### config.mk
export PLATFORM = sky130hd
export DESIGN_NAME = hpt_ram
export DESIGN_NICKNAME = d
export VERILOG_FILES = /design/src/hpt_ram.sv
export SDC_FILE = /design/constraint.sdc
export NUM_CORES = 1
export LEC_CHECK = 0
export BUFFER_PORTS_ARGS = -buffer_cell sky130_fd_sc_hd__buf_2
export CORE_MARGIN = 3
export CORE_UTILIZATION = 49
export DETAILED_ROUTE_END_ITERATION = 8
export PLACE_DENSITY = 0.65
export REMOVE_ABC_BUFFERS = 1
export SLEW_MARGIN = 25
export SYNTH_ARGS = -nofsm -noshare
export SYNTH_HDL_FRONTEND = slang
export SYNTH_SLANG_ARGS = --single-unit
### constraint.sdc
create_clock -name i_clk -period 3.82 [get_ports i_clk]
set_input_delay 0.382 -clock i_clk [delete_from_list [all_inputs] [get_ports i_clk]]
set_output_delay 0.382 -clock i_clk [all_outputs]
set_load 0.01 [all_outputs]
### src/hpt_ram.sv
// Generic single-write, single-read RAM with registered read data.
// Standalone; used for the matrix coefficient store.
module hpt_ram #(
    parameter int WIDTH = 32,
    parameter int DEPTH = 16
) (
    i_clk,
    i_wr_en,
    i_wr_addr,
    i_wr_data,
    i_rd_en,
    i_rd_addr,
    o_rd_data
);
    localparam int ADDR_W = (DEPTH > 1) ? $clog2(DEPTH) : 1;

    input  logic              i_clk;
    input  logic              i_wr_en;
    input  logic [ADDR_W-1:0] i_wr_addr;
    input  logic [WIDTH-1:0]  i_wr_data;
    input  logic              i_rd_en;
    input  logic [ADDR_W-1:0] i_rd_addr;
    output logic [WIDTH-1:0]  o_rd_data;

    logic [WIDTH-1:0] r_mem [DEPTH];
    logic [WIDTH-1:0] r_rd_data;

    // Write port
    always_ff @(posedge i_clk) begin
        if (i_wr_en) begin
            r_mem[i_wr_addr] <= i_wr_data;
        end
    end

    // Registered read port, holds while not enabled
    always_ff @(posedge i_clk) begin
        if (i_rd_en) begin
            r_rd_data <= r_mem[i_rd_addr];
        end
    end

    assign o_rd_data = r_rd_data;

endmodule

==> impl_metrics.xml <==
<?xml version="1.0" encoding="UTF-8"?>
<metrics>
  <group name="logic_synthesis">
    <metric name="synthesis.yosys.warnings" unit="">0</metric>
    <metric name="post_synth_num_cell_types" unit="">17</metric>
    <metric name="netlist_area" unit="um^2">20200</metric>
    <metric name="avgSynthCellArea" unit="um^2">24.1</metric>
    <metric name="synth-seq-cells" unit="">544</metric>
    <metric name="synth_sequential_area_ratio" unit="%">81.0</metric>
    <metric name="synth_cells" unit="">838</metric>
  </group>
  <group name="drt">
    <metric name="drcViolationCount" unit="">0</metric>
    <metric name="dr.first_iter.drc_count" unit="">909</metric>
    <metric name="route.antenna.remaining_nets" unit="">0</metric>
    <metric name="num_vias" unit="">9115</metric>
    <metric name="wirelength" unit="um">42400</metric>
    <metric name="vias_per_cell" unit="">6.00</metric>
    <metric name="drt_first_pass_iters" unit="">4</metric>
    <metric name="routedWlPerCell" unit="um">27.9</metric>
  </group>
  <group name="sta">
    <metric name="skew" unit="ns">0.0114</metric>
    <metric name="drv_slew" unit="">0</metric>
    <metric name="setup_tns" unit="ns">0</metric>
    <metric name="fmax" unit="GHz">0.537</metric>
    <metric name="post-route-worst-setup-slack" unit="ns">1.96</metric>
    <metric name="slew_headroom" unit="%">31.1</metric>
    <metric name="grt_setup_unrepaired" unit="">false</metric>
    <metric name="hold_viol_final" unit="">0</metric>
    <metric name="finalSetupViolCount" unit="">0</metric>
    <metric name="timing.final.crit_period" unit="ns">1.86</metric>
    <metric name="period_share" unit="%">48.8</metric>
    <metric name="worst_pin_slew" unit="ns">1.03</metric>
  </group>
  <group name="clock_network">
    <metric name="worst_skew_pair.late_latency" unit="ns">0.56</metric>
    <metric name="post_cts_hold_buffer_count" unit="">0</metric>
    <metric name="clk_pin_slew_worst_paths" unit="ns">0.06</metric>
    <metric name="cts_made_buffers" unit="">53</metric>
    <metric name="post_cts.repair.setup_buffers" unit="">0</metric>
    <metric name="cts_sinks" unit="">544</metric>
    <metric name="cts_tree" unit="">built</metric>
    <metric name="cts_resized" unit="">0</metric>
    <metric name="cts-root-buf" unit="">sky130_fd_sc_hd__clkbuf_16</metric>
    <metric name="cts-htree-levels" unit="">2</metric>
    <metric name="cts_max_path_buffers" unit="">3</metric>
  </group>
  <group name="critical_path">
    <metric name="worst-path-max-fanout" unit="">36</metric>
    <metric name="reg2regPathDepth" unit="">3</metric>
    <metric name="setup.worst_path.class" unit="">in -&gt; reg</metric>
    <metric name="worstPathArrival" unit="ns">2.16</metric>
    <metric name="worstSetupStartpoint" unit="">i_rd_addr[0]</metric>
    <metric name="critPathRequiredTime" unit="ns">4.12</metric>
    <metric name="timing.rr.start" unit="">r_mem[2][13]</metric>
    <metric name="endpoint_kind_of_the_worst_setup_timing_path" unit="">register</metric>
    <metric name="crit_path_start_kind" unit="">input port</metric>
    <metric name="reg2reg_setup_slack" unit="ns">2.35</metric>
    <metric name="rr_endpoint" unit="">o_rd_data[13]</metric>
  </group>
  <group name="finish">
    <metric name="syn_to_final_growth" unit="%">13.6</metric>
    <metric name="post_route_cells_drive_above_1_share" unit="%">32.1</metric>
    <metric name="multi_input_gate_area_in_the_final_layout" unit="um^2">3750</metric>
    <metric name="layout_commonest_cell" unit="">sky130_fd_sc_hd__edfxtp_1</metric>
    <metric name="post-route-util" unit="%">57.0</metric>
    <metric name="layout.cells.most_common_list" unit="">sky130_fd_sc_hd__edfxtp_1 (544), sky130_fd_sc_hd__mux4_2 (128), sky130_fd_sc_hd__buf_2 (72), sky130_fd_sc_hd__a22oi_1 (64), sky130_fd_sc_hd__clkbuf_16 (53)</metric>
    <metric name="post-route-cell-area" unit="um^2">22900</metric>
    <metric name="ff_latch_area" unit="um^2">16300</metric>
    <metric name="finalNetCount" unit="">997</metric>
    <metric name="final.fill_count" unit="">2913</metric>
  </group>
  <group name="floorplan">
    <metric name="io_pins" unit="">75</metric>
    <metric name="die_x" unit="um">209</metric>
    <metric name="design.die.area" unit="um^2">43600</metric>
    <metric name="core-area" unit="um^2">40200</metric>
    <metric name="placement_rows" unit="">73</metric>
    <metric name="die_h" unit="um">209</metric>
    <metric name="initial_core_util" unit="%">50.2</metric>
  </group>
  <group name="pwr">
    <metric name="cellPowerDensity" unit="nW/um^2">523</metric>
    <metric name="peakVddDrop" unit="V">0.000359</metric>
    <metric name="leakage" unit="uW">0.00730</metric>
  </group>
  <group name="status">
    <metric name="status" unit="">finished, final reports clean</metric>
  </group>
  <group name="grt">
    <metric name="grt_start_max_net_pins" unit="">45</metric>
    <metric name="global_route.overflow_total" unit="">0</metric>
    <metric name="groute.usage.overall" unit="%">19.5</metric>
    <metric name="first_global_vias" unit="">9461</metric>
    <metric name="antenna_violations_before_repair" unit="">3</metric>
    <metric name="grt_pass1_wl" unit="um">62700</metric>
  </group>
  <group name="worst_hold_path">
    <metric name="worst_hold_path.num_cells" unit="">1</metric>
    <metric name="worst_hold_startpoint" unit="">i_wr_data[20]</metric>
    <metric name="hp-class" unit="">in -&gt; reg</metric>
    <metric name="min_delay_worst_endpoint" unit="">r_mem[15][20]</metric>
  </group>
  <group name="placement">
    <metric name="preCtsSetupSlack" unit="ns">1.36</metric>
    <metric name="hpwl" unit="um">21500</metric>
    <metric name="placedInstanceArea" unit="um^2">21400</metric>
    <metric name="place.gp.congestion" unit="">0.701</metric>
    <metric name="numPortBuffers" unit="">74</metric>
  </group>
  <group name="run">
    <metric name="maxCapViolCount" unit="">0</metric>
  </group>
</metrics>
==> metal layers <==
metal,track usage (%),wire length (um),part of all wire (%)
met3,3.62,2750,6.5
met1,29.5,18300,43
met2,30.7,20700,49
met4,3.79,560,1.3
met5,0,11,0.026
==> stage by stage <==
stage / std cells / power (uW) / hold slack, ns
floorplan: 795 / 7150 / 0.481
global placement: 1424 / 7470 / 0.720
detailed placement: 1424 / 7480 / 0.730
CTS: 1518 / 12100 / 0.165
global route: 1518 / 12400 / 0.183
finish: 1519 / 12000 / 0.195
==> logic make-up after synthesis <==
| kind of cell | synth area share, % |
|---|---|
| AND/OR/NAND/NOR | 1.25 |
| flip-flops | 81.0 |
| AO/OA/AOI/OAI | 2.38 |
| multiplexers | 14.3 |
| buffers and inverters | 1.10 |
==> Yosys cell counts (all sizes together) <==
master	count	share of area, %
nor2b	2	0.062
buf	26	0.79
and2	1	0.031
edfxtp	544	81
nand3	1	0.025
nand3b	2	0.074
nand2	33	0.61
nand2b	2	0.062
mux4	128	14
a22oi	64	2.4
nor2	13	0.24
nor3	4	0.099
or3b	1	0.043
clkbuf	17	0.32
==> final cells by class <==
cell class | instances | share of cell area (%)
Tap cell | 525 | 2.87
Multi-Input combinational cell | 251 | 16.4
Timing Repair Buffer | 104 | 2.81
Antenna cell | 1 | 0.0109
Clock inverter | 25 | 0.590
Sequential cell | 544 | 71.3
Clock buffer | 69 | 6.05
==> worst max-delay path, cell delays in order <==
cell and delay (ns):
sky130_fd_sc_hd__clkbuf_8 0.40, sky130_fd_sc_hd__buf_12 0.36, sky130_fd_sc_hd__mux4_2 0.56, sky130_fd_sc_hd__a22oi_1 0.26, sky130_fd_sc_hd__nand2_1 0.10
==> sequential cells by signal, summed over array words and instances (netlist names) <==
name,cells
r_mem,512
o_rd_data,32
==> power by group <==
group / internal [uW] / total [uW] / leakage [uW] / switching, uW
combinational: 234 / 580 / 0.00160 / 347
clock: 2600 / 4640 / 0.000752 / 2040
sequential: 6730 / 6770 / 0.00494 / 39.1
total: 9560 / 12000 / 0.00730 / 2430
==> worst max-delay path by stage <==
stage / slack [ns] / cells past startpoint / endpoint
2_1_floorplan: 0.26 / 2 / r_mem[0][0]
3_3_place_gp: 1.37 / 5 / o_rd_data[26]
3_5_place_dp: 1.36 / 5 / o_rd_data[6]
4_1_cts: 1.97 / 5 / o_rd_data[13]
5_1_grt: 1.82 / 5 / o_rd_data[26]
6_report: 1.96 / 5 / o_rd_data[13]
(Power assumes the default switching activity.)
